[src/hdl/slcd_pkg.sv]
`timescale 1ns / 1ps

package slcd_pkg;

    // Field and counter widths
    localparam int BYTE_W      = 8;
    localparam int CNT_W       = 32;
    localparam int LEN_EXT_W   = 9;
    localparam int CFG_IDX_W   = 2;
    localparam int CFG_DATA_W  = 8;

    // Frame geometry
    localparam int MAX_FRAME_DEF  = 64;
    localparam int FRAME_OVERHEAD = 3;
    localparam int MIN_FRAME      = 5;

    // Depth of the queue between parser and counter stage
    localparam int QUEUE_DEPTH = 4;

    // Register indexes and reset values
    localparam logic [CFG_IDX_W-1:0] REG_SYNC_BYTE     = 2'd0;
    localparam logic [CFG_IDX_W-1:0] REG_REPORT_LENGTH = 2'd1;
    localparam logic [CFG_IDX_W-1:0] REG_REPORT_TYPE   = 2'd2;

    localparam logic [BYTE_W-1:0] SYNC_BYTE_RST     = 8'h7E;
    localparam logic [BYTE_W-1:0] REPORT_LENGTH_RST = 8'h2F;
    localparam logic [BYTE_W-1:0] REPORT_TYPE_RST   = 8'h31;

    // Event codes of a result
    typedef enum logic [1:0] {
        EV_NONE   = 2'd0,
        EV_FRAME  = 2'd1,
        EV_RESYNC = 2'd2
    } t_event;

    // Classified byte, passed from parser to counter stage
    typedef struct packed {
        t_event             event_res;
        logic [BYTE_W-1:0]  frame_length;
        logic [BYTE_W-1:0]  frame_type;
        logic               checksum_good;
        logic               status_report;
    } t_cls;

endpackage

[src/hdl/slcd_byte_if.sv]
`timescale 1ns / 1ps

interface slcd_byte_if;
    logic       valid;
    logic       ready;
    logic [7:0] rx_byte;

    modport source (output valid, output rx_byte, input ready);
    modport sink   (input valid, input rx_byte, output ready);
endinterface

[src/hdl/slcd_result_if.sv]
`timescale 1ns / 1ps

interface slcd_result_if;
    logic        valid;
    logic        ready;
    logic [1:0]  event_res;
    logic [7:0]  frame_length;
    logic [7:0]  frame_type;
    logic        checksum_good;
    logic        status_report;
    logic [31:0] byte_total;
    logic [31:0] frame_total;
    logic [31:0] bad_checksum_total;
    logic [31:0] resync_total;
    logic [31:0] report_total;

    modport source (
        output valid, output event_res, output frame_length, output frame_type,
        output checksum_good, output status_report, output byte_total,
        output frame_total, output bad_checksum_total, output resync_total,
        output report_total, input ready
    );
    modport sink (
        input valid, input event_res, input frame_length, input frame_type,
        input checksum_good, input status_report, input byte_total,
        input frame_total, input bad_checksum_total, input resync_total,
        input report_total, output ready
    );
endinterface

[src/hdl/slcd_front.sv]
`timescale 1ns / 1ps

module slcd_front #(
    parameter int MAX_FRAME = slcd_pkg::MAX_FRAME_DEF
) (
    input  logic                            i_clk,
    input  logic                            i_rst_n,
    input  logic                            i_cfg_we,
    input  logic [slcd_pkg::CFG_IDX_W-1:0]  i_cfg_idx,
    input  logic [slcd_pkg::CFG_DATA_W-1:0] i_cfg_data,
    input  logic                            i_valid,
    input  logic [slcd_pkg::BYTE_W-1:0]     i_byte,
    output logic                            o_ready,
    input  logic                            i_full,
    output logic                            o_push,
    output slcd_pkg::t_cls                  o_cls
);
    import slcd_pkg::*;

    localparam int POS_W = $clog2(MAX_FRAME + 1);
    localparam logic [POS_W-1:0] POS_SYNC1 = POS_W'(0);
    localparam logic [POS_W-1:0] POS_SYNC2 = POS_W'(1);
    localparam logic [POS_W-1:0] POS_LEN   = POS_W'(2);
    localparam logic [POS_W-1:0] POS_TYPE  = POS_W'(3);
    localparam logic [POS_W-1:0] POS_LIMIT = POS_W'(MAX_FRAME);

    logic [BYTE_W-1:0] r_sync, r_rlen, r_rtype;
    logic [POS_W-1:0]  r_pos, n_pos, r_size, n_size;
    logic [BYTE_W-1:0] r_len, n_len, r_type, n_type, r_sum, n_sum;
    logic [POS_W-1:0]  w_pos_inc;
    logic [LEN_EXT_W-1:0] w_expected;
    logic              w_accept, w_good;
    t_cls              w_cls;

    assign o_ready  = !i_full;
    assign w_accept = i_valid && o_ready;
    assign o_push   = w_accept;
    assign o_cls    = w_cls;

    assign w_pos_inc  = r_pos + POS_W'(1);
    assign w_expected = LEN_EXT_W'(i_byte) + LEN_EXT_W'(FRAME_OVERHEAD);
    assign w_good     = (r_sum == i_byte);

    // Classify the byte against the current frame position
    always_comb begin
        n_pos  = r_pos;
        n_size = r_size;
        n_len  = r_len;
        n_type = r_type;
        n_sum  = r_sum;
        w_cls  = '{event_res: EV_NONE, frame_length: '0, frame_type: '0,
                   checksum_good: 1'b0, status_report: 1'b0};
        priority if (r_pos == POS_SYNC1) begin
            if (i_byte == r_sync) begin
                n_pos = POS_SYNC2;
            end
        end else if (r_pos == POS_SYNC2) begin
            if (i_byte == r_sync) begin
                n_pos = POS_LEN;
            end else begin
                n_pos           = POS_SYNC1;
                n_size          = '0;
                w_cls.event_res = EV_RESYNC;
            end
        end else if (r_pos == POS_LEN) begin
            if (w_expected < LEN_EXT_W'(MIN_FRAME) || w_expected > LEN_EXT_W'(MAX_FRAME)) begin
                n_pos           = POS_SYNC1;
                n_size          = '0;
                w_cls.event_res = EV_RESYNC;
            end else begin
                n_size = POS_W'(w_expected);
                n_len  = i_byte;
                n_sum  = i_byte;
                n_pos  = POS_TYPE;
            end
        end else if (r_pos >= POS_LIMIT) begin
            // guard against a runaway position
            n_pos           = POS_SYNC1;
            n_size          = '0;
            w_cls.event_res = EV_RESYNC;
        end else begin
            if (r_pos == POS_TYPE) begin
                n_type = i_byte;
            end
            n_pos = w_pos_inc;
            if (r_size != '0 && w_pos_inc == r_size) begin
                w_cls.event_res     = EV_FRAME;
                w_cls.frame_length  = r_len;
                w_cls.frame_type    = n_type;
                w_cls.checksum_good = w_good;
                w_cls.status_report = w_good && (r_len == r_rlen) && (n_type == r_rtype);
                n_pos               = POS_SYNC1;
                n_size              = '0;
            end else begin
                n_sum = r_sum + i_byte;
            end
        end
    end

    // Hold parser state and configuration registers
    always_ff @(posedge i_clk) begin
        if (!i_rst_n) begin
            r_sync  <= SYNC_BYTE_RST;
            r_rlen  <= REPORT_LENGTH_RST;
            r_rtype <= REPORT_TYPE_RST;
            r_pos   <= '0;
            r_size  <= '0;
            r_len   <= '0;
            r_type  <= '0;
            r_sum   <= '0;
        end else begin
            if (i_cfg_we) begin
                unique case (i_cfg_idx)
                    REG_SYNC_BYTE:     r_sync  <= i_cfg_data;
                    REG_REPORT_LENGTH: r_rlen  <= i_cfg_data;
                    REG_REPORT_TYPE:   r_rtype <= i_cfg_data;
                    default: ;
                endcase
            end
            if (w_accept) begin
                r_pos  <= n_pos;
                r_size <= n_size;
                r_len  <= n_len;
                r_type <= n_type;
                r_sum  <= n_sum;
            end
        end
    end

endmodule

[src/hdl/slcd_queue.sv]
`timescale 1ns / 1ps

module slcd_queue (
    input  logic           i_clk,
    input  logic           i_rst_n,
    input  logic           i_push,
    input  slcd_pkg::t_cls i_cls,
    output logic           o_full,
    output logic           o_valid,
    input  logic           i_pop,
    output slcd_pkg::t_cls o_cls
);
    import slcd_pkg::*;

    localparam int PTR_W = $clog2(QUEUE_DEPTH);
    localparam int CNT_QW = $clog2(QUEUE_DEPTH + 1);

    t_cls               r_mem [QUEUE_DEPTH];
    logic [PTR_W-1:0]   r_wr, r_rd;
    logic [CNT_QW-1:0]  r_cnt;
    logic               w_pop;

    assign o_full  = (r_cnt == CNT_QW'(QUEUE_DEPTH));
    assign o_valid = (r_cnt != '0);
    assign o_cls   = r_mem[r_rd];
    assign w_pop   = i_pop && o_valid;

    // Store entries
    always_ff @(posedge i_clk) begin
        if (i_push) begin
            r_mem[r_wr] <= i_cls;
        end
    end

    // Advance pointers and fill count
    always_ff @(posedge i_clk) begin
        if (!i_rst_n) begin
            r_wr  <= '0;
            r_rd  <= '0;
            r_cnt <= '0;
        end else begin
            if (i_push) begin
                r_wr <= (r_wr == PTR_W'(QUEUE_DEPTH - 1)) ? '0 : r_wr + PTR_W'(1);
            end
            if (w_pop) begin
                r_rd <= (r_rd == PTR_W'(QUEUE_DEPTH - 1)) ? '0 : r_rd + PTR_W'(1);
            end
            if (i_push && !w_pop) begin
                r_cnt <= r_cnt + CNT_QW'(1);
            end else if (!i_push && w_pop) begin
                r_cnt <= r_cnt - CNT_QW'(1);
            end
        end
    end

endmodule

[src/hdl/slcd_back.sv]
`timescale 1ns / 1ps

module slcd_back (
    input  logic                       i_clk,
    input  logic                       i_rst_n,
    input  logic                       i_valid,
    input  slcd_pkg::t_cls             i_cls,
    output logic                       o_pop,
    output logic                       o_valid,
    input  logic                       i_ready,
    output slcd_pkg::t_cls             o_cls,
    output logic [slcd_pkg::CNT_W-1:0] o_bytes,
    output logic [slcd_pkg::CNT_W-1:0] o_frames,
    output logic [slcd_pkg::CNT_W-1:0] o_bad,
    output logic [slcd_pkg::CNT_W-1:0] o_resync,
    output logic [slcd_pkg::CNT_W-1:0] o_reports
);
    import slcd_pkg::*;

    logic             r_valid;
    t_cls             r_cls;
    logic [CNT_W-1:0] r_bytes, r_frames, r_bad, r_resync, r_reports;
    logic             w_load, w_frame;

    assign o_pop     = i_valid && (!r_valid || i_ready);
    assign w_load    = o_pop;
    assign w_frame   = (i_cls.event_res == EV_FRAME);
    assign o_valid   = r_valid;
    assign o_cls     = r_cls;
    assign o_bytes   = r_bytes;
    assign o_frames  = r_frames;
    assign o_bad     = r_bad;
    assign o_resync  = r_resync;
    assign o_reports = r_reports;

    // Hold result payload
    always_ff @(posedge i_clk) begin
        if (w_load) begin
            r_cls <= i_cls;
        end
    end

    // Update counters and output valid
    always_ff @(posedge i_clk) begin
        if (!i_rst_n) begin
            r_valid   <= 1'b0;
            r_bytes   <= '0;
            r_frames  <= '0;
            r_bad     <= '0;
            r_resync  <= '0;
            r_reports <= '0;
        end else begin
            if (w_load) begin
                r_valid <= 1'b1;
                r_bytes <= r_bytes + CNT_W'(1);
                if (w_frame) begin
                    r_frames <= r_frames + CNT_W'(1);
                end
                if (w_frame && !i_cls.checksum_good) begin
                    r_bad <= r_bad + CNT_W'(1);
                end
                if (i_cls.event_res == EV_RESYNC) begin
                    r_resync <= r_resync + CNT_W'(1);
                end
                if (i_cls.status_report) begin
                    r_reports <= r_reports + CNT_W'(1);
                end
            end else if (i_ready) begin
                r_valid <= 1'b0;
            end
        end
    end

endmodule

[src/hdl/sync_length_checksum_deframer.sv]
`timescale 1ns / 1ps

// Channel   | Dir | Payload                                  | Transaction
// i_byte    | in  | rx_byte                                  | valid & ready
// o_res     | out | event, frame facts, five 32-bit counters | valid & ready
// cfg write | in  | i_cfg_idx, i_cfg_data                    | i_cfg_we
//
// One byte per cycle while the queue has room; a result passes through the queue and then the output register.
// The parser position register closes the parser's feedback loop; counters add once per result.
// Reset: registers to 0x7E/0x2F/0x31, parser and counters to zero; no clearing pass.
// A four-entry queue between parser and counter stage absorbs output stalls;
// the input stalls only when that queue is full.

module sync_length_checksum_deframer #(
    parameter int MAX_FRAME = slcd_pkg::MAX_FRAME_DEF
) (
    input  logic                            i_clk,
    input  logic                            i_rst_n,
    input  logic                            i_cfg_we,
    input  logic [slcd_pkg::CFG_IDX_W-1:0]  i_cfg_idx,
    input  logic [slcd_pkg::CFG_DATA_W-1:0] i_cfg_data,
    slcd_byte_if.sink                       i_byte,
    slcd_result_if.source                   o_res
);
    import slcd_pkg::*;

    logic             w_full, w_push, w_qvalid, w_pop;
    t_cls             w_front_cls, w_queue_cls, w_out_cls;
    logic [CNT_W-1:0] w_bytes, w_frames, w_bad, w_resync, w_reports;

    // Parser: accept and classify bytes
    slcd_front #(
        .MAX_FRAME(MAX_FRAME)
    ) u_front (
        .i_clk      (i_clk),
        .i_rst_n    (i_rst_n),
        .i_cfg_we   (i_cfg_we),
        .i_cfg_idx  (i_cfg_idx),
        .i_cfg_data (i_cfg_data),
        .i_valid    (i_byte.valid),
        .i_byte     (i_byte.rx_byte),
        .o_ready    (i_byte.ready),
        .i_full     (w_full),
        .o_push     (w_push),
        .o_cls      (w_front_cls)
    );

    // Decouple parser from counter stage
    slcd_queue u_queue (
        .i_clk   (i_clk),
        .i_rst_n (i_rst_n),
        .i_push  (w_push),
        .i_cls   (w_front_cls),
        .o_full  (w_full),
        .o_valid (w_qvalid),
        .i_pop   (w_pop),
        .o_cls   (w_queue_cls)
    );

    // Counter stage and output register
    slcd_back u_back (
        .i_clk     (i_clk),
        .i_rst_n   (i_rst_n),
        .i_valid   (w_qvalid),
        .i_cls     (w_queue_cls),
        .o_pop     (w_pop),
        .o_valid   (o_res.valid),
        .i_ready   (o_res.ready),
        .o_cls     (w_out_cls),
        .o_bytes   (w_bytes),
        .o_frames  (w_frames),
        .o_bad     (w_bad),
        .o_resync  (w_resync),
        .o_reports (w_reports)
    );

    assign o_res.event_res          = w_out_cls.event_res;
    assign o_res.frame_length       = w_out_cls.frame_length;
    assign o_res.frame_type         = w_out_cls.frame_type;
    assign o_res.checksum_good      = w_out_cls.checksum_good;
    assign o_res.status_report      = w_out_cls.status_report;
    assign o_res.byte_total         = w_bytes;
    assign o_res.frame_total        = w_frames;
    assign o_res.bad_checksum_total = w_bad;
    assign o_res.resync_total       = w_resync;
    assign o_res.report_total       = w_reports;

endmodule

[src/flat_wrapper.sv]
// flat-port wrapper written by rule: the top's interface ports become plain ports
module sync_length_checksum_deframer_flat import slcd_pkg::*;
#(
    parameter int MAX_FRAME = slcd_pkg::MAX_FRAME_DEF
)
  (i_clk, i_rst_n, i_cfg_we, i_cfg_idx, i_cfg_data, i_byte_valid, i_byte_rx_byte, i_byte_ready, o_res_valid, o_res_event_res, o_res_frame_length, o_res_frame_type, o_res_checksum_good, o_res_status_report, o_res_byte_total, o_res_frame_total, o_res_bad_checksum_total, o_res_resync_total, o_res_report_total, o_res_ready);
  slcd_byte_if i_byte_i ();
  slcd_result_if o_res_i ();
  input  logic i_clk;
  input  logic i_rst_n;
  input  logic i_cfg_we;
  input  logic [slcd_pkg::CFG_IDX_W-1:0] i_cfg_idx;
  input  logic [slcd_pkg::CFG_DATA_W-1:0] i_cfg_data;
  input wire logic [$bits(i_byte_i.valid)-1:0] i_byte_valid;
  input wire logic [$bits(i_byte_i.rx_byte)-1:0] i_byte_rx_byte;
  output wire logic [$bits(i_byte_i.ready)-1:0] i_byte_ready;
  output wire logic [$bits(o_res_i.valid)-1:0] o_res_valid;
  output wire logic [$bits(o_res_i.event_res)-1:0] o_res_event_res;
  output wire logic [$bits(o_res_i.frame_length)-1:0] o_res_frame_length;
  output wire logic [$bits(o_res_i.frame_type)-1:0] o_res_frame_type;
  output wire logic [$bits(o_res_i.checksum_good)-1:0] o_res_checksum_good;
  output wire logic [$bits(o_res_i.status_report)-1:0] o_res_status_report;
  output wire logic [$bits(o_res_i.byte_total)-1:0] o_res_byte_total;
  output wire logic [$bits(o_res_i.frame_total)-1:0] o_res_frame_total;
  output wire logic [$bits(o_res_i.bad_checksum_total)-1:0] o_res_bad_checksum_total;
  output wire logic [$bits(o_res_i.resync_total)-1:0] o_res_resync_total;
  output wire logic [$bits(o_res_i.report_total)-1:0] o_res_report_total;
  input wire logic [$bits(o_res_i.ready)-1:0] o_res_ready;
  assign i_byte_i.valid = i_byte_valid;
  assign i_byte_i.rx_byte = i_byte_rx_byte;
  assign i_byte_ready = i_byte_i.ready;
  assign o_res_valid = o_res_i.valid;
  assign o_res_event_res = o_res_i.event_res;
  assign o_res_frame_length = o_res_i.frame_length;
  assign o_res_frame_type = o_res_i.frame_type;
  assign o_res_checksum_good = o_res_i.checksum_good;
  assign o_res_status_report = o_res_i.status_report;
  assign o_res_byte_total = o_res_i.byte_total;
  assign o_res_frame_total = o_res_i.frame_total;
  assign o_res_bad_checksum_total = o_res_i.bad_checksum_total;
  assign o_res_resync_total = o_res_i.resync_total;
  assign o_res_report_total = o_res_i.report_total;
  assign o_res_i.ready = o_res_ready;
  sync_length_checksum_deframer #(.MAX_FRAME(MAX_FRAME)) u_core (.i_clk(i_clk), .i_rst_n(i_rst_n), .i_cfg_we(i_cfg_we), .i_cfg_idx(i_cfg_idx), .i_cfg_data(i_cfg_data), .i_byte(i_byte_i), .o_res(o_res_i));
endmodule
[config.mk]
export PLATFORM = sky130hd
export DESIGN_NAME = sync_length_checksum_deframer_flat
export DESIGN_NICKNAME = d
export VERILOG_FILES = /design/src/hdl/slcd_pkg.sv /design/src/hdl/slcd_byte_if.sv /design/src/hdl/slcd_result_if.sv /design/src/hdl/slcd_front.sv /design/src/hdl/slcd_queue.sv /design/src/hdl/slcd_back.sv /design/src/hdl/sync_length_checksum_deframer.sv /design/src/flat_wrapper.sv
export SDC_FILE = /design/constraint.sdc
export NUM_CORES = 1
export LEC_CHECK = 0
export ABC_AREA = 1
export BUFFER_PORTS_ARGS = -buffer_cell sky130_fd_sc_hd__clkbuf_2
export CAP_MARGIN = 30
export CELL_PAD_IN_SITES_DETAIL_PLACEMENT = 1
export CELL_PAD_IN_SITES_GLOBAL_PLACEMENT = 1
export CORE_ASPECT_RATIO = 1.5
export CORE_MARGIN = 2
export CORE_UTILIZATION = 39
export DETAILED_ROUTE_END_ITERATION = 8
export MAX_ROUTING_LAYER = met4
export PLACE_DENSITY = 0.76
export REMOVE_ABC_BUFFERS = 1
export SLEW_MARGIN = 30
export SYNTH_ARGS = -nofsm -noshare
export SYNTH_HDL_FRONTEND = slang
export SYNTH_SLANG_ARGS = --single-unit
[constraint.sdc]
create_clock -name i_clk -period 2.3 [get_ports i_clk]
set_input_delay 0.115 -clock i_clk [delete_from_list [all_inputs] [get_ports i_clk]]
set_output_delay 0.115 -clock i_clk [all_outputs]
set_load 0.01 [all_outputs]
==> summary.md, run 1 <==
| Metric | Value |
|---|---|
| H-Tree Depth | 2 |
| Post-layout util | 48.0% |
| WS Path Type | flop to flop |
| Initial core utilization | 39.3% |
| Overall power | 16.2 mW |
| Initial antenna violation count | 0 |
| Worst Setup Start Kind | flop |
| Status | finished clean |
| Clk_skew | 0.0167 ns |
| Max-slew violation count | 0 |
| Final Wtd Congestion | 0.888 |
| Highest metal used | met4 |
| Placed insts | 2,815 |
| Ys Warns | 0 |
| Port Buffers | 204 |
| Met2 Wirelength | 27,300 um |
| Deepest clock path buffer count | 3 |
| Relative slew slack | 54.4% |
| Cell area after synthesis | 16,100 um2 |
| RSZ-0062 raised after global routing | true |
| Final worst slack | 0.132 ns |
| Drc violations | 0 |
| Hold Crit Class | primary input to flop |
| Max incr delay on CP | 0.37 ns |
| Storage cell area | 7660 um2 |
| Clock Pin Slew Worst Setup and Hold Paths | 0.06 ns |
| Antenna fix cells | 0 |
| Crit path max fanout | 7 |
| Endpoints failing setup | 0 |
| Max_cap viols | 0 |
| Detailed Place HPWL | 36,800 um |
| CP Capture Type | flop |
| Nets@finish | 2,405 |
| P per Cell Area | 824 nW/um2 |
| Most frequent cells in the layout | nand2_1, nor2_1, dfxtp_1 |
| Initial DRC count | 777 |
| Unique cell type count in the Yosys netlist | 49 |
| Crit-path cells | inv_1 > nand3_2 > o21ai_2 > buf_4 > ha_1 > inv_1 > fa_1 > a21oi_1 > o21ai_0 > o21ai_0 > a21oi_1 |
| Chip height | 253 um |
| Worst-margin pin slew | 0.685 ns |
| Final WL | 49,800 um |
| Site Rows | 91 |
| Post-synth EDFFs | 100 |
| DR vias | 15,100 |
| Commonest non-fill, non-tap cell in the layout | nand2_1 |
| Share of layout cells above drive strength 1 | 18.6% |
| Achievable Freq | 0.461 GHz |
| Cts bufs inserted | 35 |
| Fin crit share | 94.3% |
| Slowest cell on crit path | fa_1 |
| WL per Instance | 17.2 um |
| Avg Cell Area, Syn | 7.72 um2 |
| Total track usage | 23.4% |
| IO Pins | 205 |
| R2r worst-path depth | 11 |
| IR Drop Worst-Case VDD | 0.479 mV |
| CTS tree | done |
| WP data arrival | 2.57 ns |
| WL met1 | 19,500 um |
| Routed Antenna Nets | 0 |
| Hold Violations, Final | 0 |
| Post-Syn Instances | 2,086 |
| Largest net degree at the start of global routing | 128 |
| Area Overhead vs Synth | 22.2% |
| Non-Filler Instances | 2,893 |
| Total gr overflow | 0 |
| Most area-consuming cells after synthesis | dfxtp_1, edfxtp_1, nand2_1 |
| Synth Register Bits | 332 |
| WL met3 | 1490 um |
| Clock Sinks | 332 |
| Post-Place Worst Slack | -0.115 ns |
| Area of the multi-input gates | 7570 um2 |
| WP buf/inv | 3 |
| Minimum clock period | 2.17 ns |
| Die width | 170 um |
| Yosys top cell area share | 28.8% |
| CORE AREA | 41,000 um2 |
| Ys async rst share | 0% |
| Ys flop type | dfxtp_1 |
| First-pass GRT wire length | 79,600 um |
| First-pass iteration count of the detailed router | 5 |
| Critical path required time | 2.70 ns |
| Number of global-route vias before repair | 15,900 |
| Hold Path Stages | 5 |
| Dominant cell type by area after synthesis | dfxtp_1 |
| Leakage | 7.70 nW |
| Vias per cell | 5.22 |
| Seq/Total Area, Yosys | 47.5% |
| Root Buffer | clkbuf_16 |
| FILL cells | 5,113 |
| Cell count along the critical path | 11 |
| Die area | 43,000 um2 |
| Top delay family on crit path | compound AO/OA/AOI/OAI gates |
| Skew-Pair Late Insertion Delay | 0.53 ns |
## cell families (layout without fill, tap and decap cells)
family          after synthesis  in the layout  share of synthesized area (%)
simple gates               1000           1000                           27.4
compound gates              372            372                           12.2
flops                       332            332                           47.5
buf+inv                     284            580                           6.87
xor+xnor                     72             72                           3.91
fa+ha+maj                    26             26                           2.11
## power breakdown
part           total (mW)  internal (mW)  switching (mW)
combinational        3.35           1.07            2.28
clock                5.93           3.50            2.44
sequential           6.94           6.67           0.274
total                16.2           11.2            4.99
## cell usage after synthesis, types with 2 or more instances
master,n
nor3_1,77
or2_2,5
nor2_1,263
o21a_1,10
buf_6,4
clkbuf_1,41
nand4_1,45
a21oi_1,170
o21bai_1,2
nand3_2,6
xnor2_1,19
o21ai_2,2
nand2_2,7
nor3b_1,7
o22ai_1,18
a31oi_1,3
nor2_2,9
inv_1,218
ha_1,24
o21ai_1,3
a211oi_1,4
nand3b_1,3
nand2_1,449
and3_1,6
o211ai_1,5
buf_1,2
inv_2,11
edfxtp_1,100
dfxtp_1,232
nor2_8,2
buf_2,8
nand3_1,82
fa_1,2
nor2_4,4
xor2_1,53
o21ai_0,150
nand3_4,2
or2_1,2
nor3_2,4
nor4_1,23
## timing repair
item / 4_1_cts / 5_1_grt
hold buffers: 10 / 0
gates cloned: 0 / 1
setup buffers: 0 / 4
pin swaps: 0 / 18
setup endpoints to repair: 82 / 108
resized for setup: 8 / 65
hold endpoints to repair: 37 / 0
## worst register-to-register path: stages (launching register included)
cell,delay (ns)
dfxtp_1,0.33
inv_1,0.12
nand3_2,0.10
o21ai_2,0.14
buf_4,0.24
ha_1,0.16
inv_1,0.06
fa_1,0.37
a21oi_1,0.14
o21ai_0,0.13
o21ai_0,0.17
a21oi_1,0.07
## cell type report
cell class,count,share of cell area (%)
multi-input cells,1470,38.4
flip-flops and latches,332,38.9
clock buffers,45,5.01
repair buffers,288,8.96
inverters,229,4.42
clock inverters,18,1.03
well taps,511,3.25
## sequential cells by signal, indices dropped and copies added, names as in the netlist, named ones only
name,flops
u_core.u_front.r_sum,8
u_core.u_queue.r_cnt,3
u_core.u_front.r_rlen,8
u_core.u_front.r_sync,8
u_core.u_queue.r_wr,2
u_core.u_back.o_cls,20
u_core.u_back.o_reports,32
u_core.u_back.o_frames,32
u_core.u_queue.r_rd,2
u_core.u_back.o_bad,32
u_core.u_front.r_pos,7
u_core.u_front.r_rtype,8
u_core.u_front.r_type,8
u_core.u_front.r_len,8
u_core.u_back.o_valid,1
u_core.u_back.o_bytes,32
u_core.u_queue.r_mem,80
u_core.u_front.r_size,7
u_core.u_back.o_resync,32
## metal layers
metal  GRT usage [%]  up-vias
li1                -     7441
met1            24.6     7307
met2            45.0      256
met3            2.49       94
met4            8.08        0
met5               -        -
## final timing paths
| check | from | end | slack (ns) |
|---|---|---|---|
| worst max-delay path | u_core.u_queue.r_cnt[1] | u_core.u_queue.r_cnt[2] | 0.13 |
| worst min-delay path | i_byte_rx_byte[1] | u_core.u_front.r_sum[1] | 0.04 |
| worst max register to register | u_core.u_queue.r_cnt[1] | u_core.u_queue.r_cnt[2] | 0.13 |
| worst min register to register | u_core.u_front.r_sync[7] | u_core.u_front.r_sync[7] | 0.47 |
## metrics by stage
step	instance area, um2	hold WS, ns	TNS (ns)
global placement	18100	0.404	0
floorplan	15900	0.199	-23.65
detailed placement	18100	0.399	-0.757
finish	19700	0.0394	0
CTS	19400	0.0339	0
global route	19700	0.0910	-0.0938
(Power assumes the default switching activity.)
==> run 2: changes to the inputs <==
Settings changed: HOLD_SLACK_MARGIN set to 0.15, MAX_ROUTING_LAYER met4 to not set.
==> summary.md, run 2 (synthesized netlist as in run 1, its figures left out) <==
| Metric | Value |
|---|---|
| Routed Antenna Nets | 0 (unchanged) |
| Endpoints failing setup | 0 (unchanged) |
| Setup TNS | 0 ns (unchanged) |
| Status | finished clean |
| CP Capture Type | flop |
| HP Start | i_cfg_we |
| Cts bufs inserted | 35 (unchanged) |
| H-Tree Depth | 2 (unchanged) |
| Worst setup startpoint | i_byte_rx_byte[2] |
| Total gr overflow | 0 (unchanged) |
| Max_cap viols | 0 (unchanged) |
| Post-Place Worst Slack | -0.115 ns (unchanged) |
| CTS tree | done |
| First-pass iteration count of the detailed router | 5 (unchanged) |
| Skew-Pair Late Insertion Delay | 0.53 ns (about the same) |
| Clock Sinks | 332 (unchanged) |
| Chip height | 253 um (unchanged) |
| CORE AREA | 41,000 um2 (unchanged) |
| Critical path required time | 2.64 ns (-0.06 ns) |
| IO Pins | 205 (unchanged) |
| WP data arrival | 2.50 ns (-0.07 ns) |
| Relative slew slack | 53.9% (-0.45 points) |
| R2r setup slk | 0.15 ns (+0.02 ns) |
| Largest net degree at the start of global routing | 128 (unchanged) |
| Die width | 170 um (unchanged) |
| Site Rows | 91 (unchanged) |
| WS Path Type | primary input to flop |
| Final Wtd Congestion | 0.872 (-1.8%) |
| Non-Filler Instances | 2,904 (+0.38%) |
| Final worst slack | 0.140 ns (+0.00887 ns) |
| Hold endpoint | u_core.u_front.r_rtype[2] |
| Leakage | 7.77 nW (+0.93%) |
| Biggest register | u_core.u_queue.r_mem |
| Initial DRC count | 730 (-6.0%) |
| Vias per cell | 5.21 (-0.19%) |
| Overall power | 16.3 mW (+0.17%) |
| Final WL | 50,100 um (+0.61%) |
| Most frequent cells in the layout | nand2_1, nor2_1, dfxtp_1 |
| Hold Path Stages | 3 (-2) |
| Antenna fix cells | 0 (unchanged) |
| Share of layout cells above drive strength 1 | 18.3% (-0.21 points) |
| RSZ-0062 raised after global routing | true |
| Root Buffer | clkbuf_16 |
| Die area | 43,000 um2 (unchanged) |
| Max reg flops | 80 (unchanged) |
| Achievable Freq | 0.463 GHz (+0.41%) |
| Nets@finish | 2,416 (+0.46%) |
| Post-layout util | 48.3% (+0.30 points) |
| Deepest clock path buffer count | 3 (unchanged) |
| Total track usage | 22.9% (-0.49 points) |
| Commonest non-fill, non-tap cell in the layout | nand2_1 |
| Clk_skew | 0.0159 ns (-0.000732 ns) |
| Minimum clock period | 2.16 ns (-0.00887 ns) |
| Hold Crit Class | primary input to flop |
| Initial antenna violation count | 0 (unchanged) |
| Critical R2R Launch | u_core.u_queue.r_cnt[1] |
| Drc violations | 0 (unchanged) |
| Final hold slack | 0.220 ns (+0.180 ns) |
| R2r worst-path depth | 11 (unchanged) |
| Worst-margin pin slew | 0.691 ns (+0.00669 ns) |
| Fin crit share | 93.9% (-0.39 points) |
| Worst Setup Start Kind | primary input |
| Max-slew violation count | 0 (unchanged) |
| Clock Pin Slew Worst Setup and Hold Paths | 0.07 ns (about the same) |
| Placed insts | 2,815 (unchanged) |
| Hold Violations, Final | 0 (unchanged) |
| Detailed Place HPWL | 36,800 um (unchanged) |
| Crit path max fanout | 5 (-2) |
| DR vias | 15,100 (+0.19%) |
| P per Cell Area | 821 nW/um2 (-0.46%) |
| WL per Instance | 17.3 um (+0.22%) |
| Area Overhead vs Synth | 23.0% |
| Dpl cell area | 18,100 um2 (unchanged) |
| Number of global-route vias before repair | 16,000 (+0.57%) |
| Post-route cell area | 19,800 um2 (+0.63%) |
| First-pass GRT wire length | 80,200 um (+0.73%) |
| Initial core utilization | 39.3% (unchanged) |
| FF-to-FF End | u_core.u_queue.r_cnt[2] |
| IR Drop Worst-Case VDD | 0.476 mV (-0.61%) |
| Port Buffers | 204 (unchanged) |
[run 2: changes by cell type in the layout (fill, tap and decap cells not counted), sizes merged]
cell          previous run  this run
dlygate4sd3             10        22
dlymetal6s4s             0         1
clkbuf                 249       248
buf                     74        73
[run 2: final cells by class]
| type | instances | area [um2] |
|---|---|---|
| clock buffers | 45 | 986 |
| clock inverters | 18 | 203 |
| fillers | 5108 | 21200 |
| inverters | 229 | 870 |
| multi-input cells | 1470 | 7570 |
| flip-flops and latches | 332 | 7660 |
| well taps | 511 | 639 |
| repair buffers | 299 | 1880 |
[run 2: critical path: stages]
cell and delay (ns):
dlygate4sd3_1 0.54, clkbuf_2 0.19, ha_1 0.34, nor2_1 0.10, nand2_1 0.12, nor4_4 0.23, buf_4 0.17, nand3_1 0.16
nor2_1 0.13, nand3_1 0.13, nor3_4 0.25
[run 2: per-layer routing]
metal	global-route usage [%]	vias to the layer above	wire, um
li1	-	7467	-
met1	24.6	7318	19700
met2	45.4	241	27500
met3	2.53	101	1400
met4	8.21	0	1590
met5	0	-	0
[run 2: worst max path at each step]
stage,slack [ns],cells past startpoint,end
after CTS,0.01,11,u_core.u_queue.r_mem[1][0]
final,0.14,11,u_core.u_queue.r_mem[1][0]
after floorplan,-0.73,12,u_core.u_back.o_bad[8]
after global placement,0.05,10,u_core.u_queue.r_mem[3][0]
after detailed placement,-0.12,10,u_core.u_queue.r_mem[2][0]
after global routing,-0.02,12,u_core.u_back.o_bytes[27]
[run 2: where the power goes]
part | leakage, nW | switching [mW] | internal [mW]
registers | 2.83 | 0.276 | 6.67
clock network | 0.585 | 2.44 | 3.50
logic | 4.35 | 2.29 | 1.09
[run 2: repair_timing]
action                                  CTS  global route
hold buffers                             23             0
endpoints found under the hold margin    53             0
setup buffers                             0             3
gates resized for setup                   8            65
pin swaps                                 0            11
endpoints found under the setup margin   82           109
gates cloned                              0             1
==> run 3: changes to the inputs <==
Settings changed: CORE_ASPECT_RATIO 1.5 to 0.9.
==> summary.md, run 3 (synthesized netlist as in run 1, its figures left out) <==
| Metric | Value |
|---|---|
| Status | finished clean |
| WP data arrival | 2.72 ns (+0.22 ns) |
| Final WL | 52,100 um (+3.8%) |
| Area Overhead vs Synth | 25.3% |
| Relative slew slack | 56.9% (+3.0 points) |
| Hold Path Stages | 5 (+2) |
| Endpoints failing setup | 0 (unchanged) |
| Hold endpoint | u_core.u_front.r_sum[7] |
| Initial DRC count | 894 (+22%) |
| Achievable Freq | 0.446 GHz (-3.6%) |
| Hold Violations, Final | 0 (unchanged) |
| WS Path Type | flop to flop |
| Clock Pin Slew Worst Setup and Hold Paths | 0.06 ns (about the same) |
| Storage cell area | 7660 um2 (about the same) |
| WL per Instance | 17.6 um (+1.8%) |
| Crit path max fanout | 7 (+2) |
| Worst Setup Start Kind | flop |
| Critical R2R Launch | u_core.u_front.r_pos[0] |
| Total track usage | 24.2% (+1.2 points) |
| IR Drop Worst-Case VDD | 0.744 mV (+56%) |
| Max reg flops | 80 (unchanged) |
| Fin crit share | 97.4% (+3.5 points) |
| Commonest non-fill, non-tap cell in the layout | nand2_1 |
| CTS tree | done |
| DR vias | 15,500 (+2.6%) |
| Cts bufs inserted | 39 (+11%) |
| Final hold slack | 0.236 ns (+0.0162 ns) |
| H-Tree Depth | 2 (unchanged) |
| HP Start | i_byte_rx_byte[7] |
| Routed Antenna Nets | 0 (unchanged) |
| Skew-Pair Late Insertion Delay | 0.56 ns (+0.03 ns) |
| Biggest register | u_core.u_queue.r_mem |
| Detailed Place HPWL | 37,600 um (+2.2%) |
| First-pass GRT wire length | 84,300 um (+5.1%) |
| P per Cell Area | 846 nW/um2 (+3.1%) |
| Die width | 218 um (+28%) |
| Largest net degree at the start of global routing | 54 (-58%) |
| Area of the multi-input gates | 7590 um2 (+0.23%) |
| Clk_skew | 0.0241 ns (+0.00819 ns) |
| FILL cells | 5,053 (-1.1%) |
| FF-to-FF End | u_core.u_front.r_size[1] |
| Clock Sinks | 332 (unchanged) |
| Max_cap viols | 0 (unchanged) |
| Final Wtd Congestion | 0.871 (about the same) |
| Most frequent cells in the layout | nand2_1, nor2_1, dfxtp_1 |
| Max-slew violation count | 0 (unchanged) |
| CP Capture Type | flop |
| Antenna fix cells | 0 (unchanged) |
| Drc violations | 0 (unchanged) |
| Deepest clock path buffer count | 3 (unchanged) |
| Vias per cell | 5.24 (+0.60%) |
| RSZ-0062 raised after global routing | true |
| Worst-margin pin slew | 0.641 ns (-0.0503 ns) |
| Die area | 42,900 um2 (about the same) |
| Post-layout util | 49.6% (+1.2 points) |
| Share of layout cells above drive strength 1 | 19.5% (+1.1 points) |
| Number of global-route vias before repair | 16,200 (+1.6%) |
| IO Pins | 205 (unchanged) |
| Hold Crit Class | primary input to flop |
| Chip height | 197 um (-22%) |
| Initial core utilization | 39.6% (+0.25 points) |
| Root Buffer | clkbuf_16 |
| Site Rows | 70 (-23%) |
| R2r setup slk | 0.06 ns (-0.09 ns) |
| Post-Place Worst Slack | -0.0901 ns (+0.0253 ns) |
| Port Buffers | 204 (unchanged) |
| Minimum clock period | 2.24 ns (+0.0809 ns) |
| Leakage | 7.90 nW (+1.6%) |
| Nets@finish | 2,440 (+0.99%) |
| Worst setup startpoint | u_core.u_front.r_pos[0] |
| Total gr overflow | 0 (unchanged) |
| Initial antenna violation count | 0 (unchanged) |
| CORE AREA | 40,700 um2 (-0.64%) |
| Critical path required time | 2.78 ns (+0.14 ns) |
| Final worst slack | 0.0595 ns (-0.0809 ns) |
| First-pass iteration count of the detailed router | 5 (unchanged) |
| R2r worst-path depth | 17 (+6) |
## run 3: cell count changes in the layout (fill, tap and decap cells not counted), sizes merged
cell | previous run | this run
dlymetal6s4s | 1 | 0
clkbuf | 248 | 254
clkinvlp | 1 | 3
buf | 73 | 84
clkinv | 12 | 11
dlygate4sd3 | 22 | 32
bufinv | 4 | 6
## run 3: worst max-delay path, cell delays in order (launching register included)
cell	delay, ns
dfxtp_2	0.35
inv_2	0.05
ha_4	0.26
inv_2	0.04
nand2_2	0.06
o21ai_2	0.06
nor2_2	0.11
nand2_1	0.06
nor2_1	0.12
nand3_1	0.10
nor2_2	0.16
nand2_2	0.08
buf_6	0.14
nand2_2	0.05
nand2_2	0.07
nor2_4	0.23
nand2_2	0.09
a21oi_2	0.15
## run 3: power breakdown
| part | internal (mW) | switching (mW) | total (mW) |
|---|---|---|---|
| Sequential | 6.68 | 0.308 | 6.98 |
| Clock | 4.12 | 2.63 | 6.75 |
| Combinational | 1.09 | 2.25 | 3.34 |
| Total | 11.9 | 5.19 | 17.1 |
## run 3: how the worst max path moves through the flow
stage                                             to  slack, ns  cells past startpoint
final                       u_core.u_front.r_size[1]       0.06                     17
after global routing        u_core.u_front.r_size[1]      -0.11                     17
after CTS                 u_core.u_back.o_frames[31]       0.01                     10
after detailed placement  u_core.u_queue.r_mem[1][5]      -0.09                     13
after global placement      u_core.u_front.r_size[6]       0.07                     16
after floorplan               u_core.u_back.o_bad[8]      -0.73                     12
## run 3: final cells by class
type / instances / share of cell area, %
multi-input cells: 1470 / 37.6
clock inverters: 21 / 1.41
inverters: 229 / 4.31
clock buffers: 51 / 5.52
flip-flops and latches: 332 / 38.0
well taps: 540 / 3.35
repair buffers: 319 / 9.84
## run 3: layer usage
metal / wire length (um) / vias up / track usage (%)
met5: 0 / - / 0
met4: 1270 / 0 / 7.41
met3: 2050 / 78 / 3.80
met2: 25500 / 300 / 42.3
met1: 23200 / 7606 / 30.5
li1: - / 7538 / -
## run 3: through the flow
stage          area (um2)  instances  power (mW)  setup TNS [ns]
2_1_floorplan       15900       2031        8.76          -23.65
3_3_place_gp        18100       2847        10.1               0
3_5_place_dp        18100       2847        10.3           -2.20
4_1_cts             19900       2951        17.2               0
5_1_grt             20200       2962        17.9           -1.23
6_report            20200       2962        17.1               0
## run 3: what timing repair did
item                                   CTS  global route
buffers inserted                         0            11
hold buffers                            32             0
gates resized for setup                 19            68
setup endpoints to repair               88           131
pin swaps                                0            18
endpoints found under the hold margin   52             0
gates cloned                             0             0
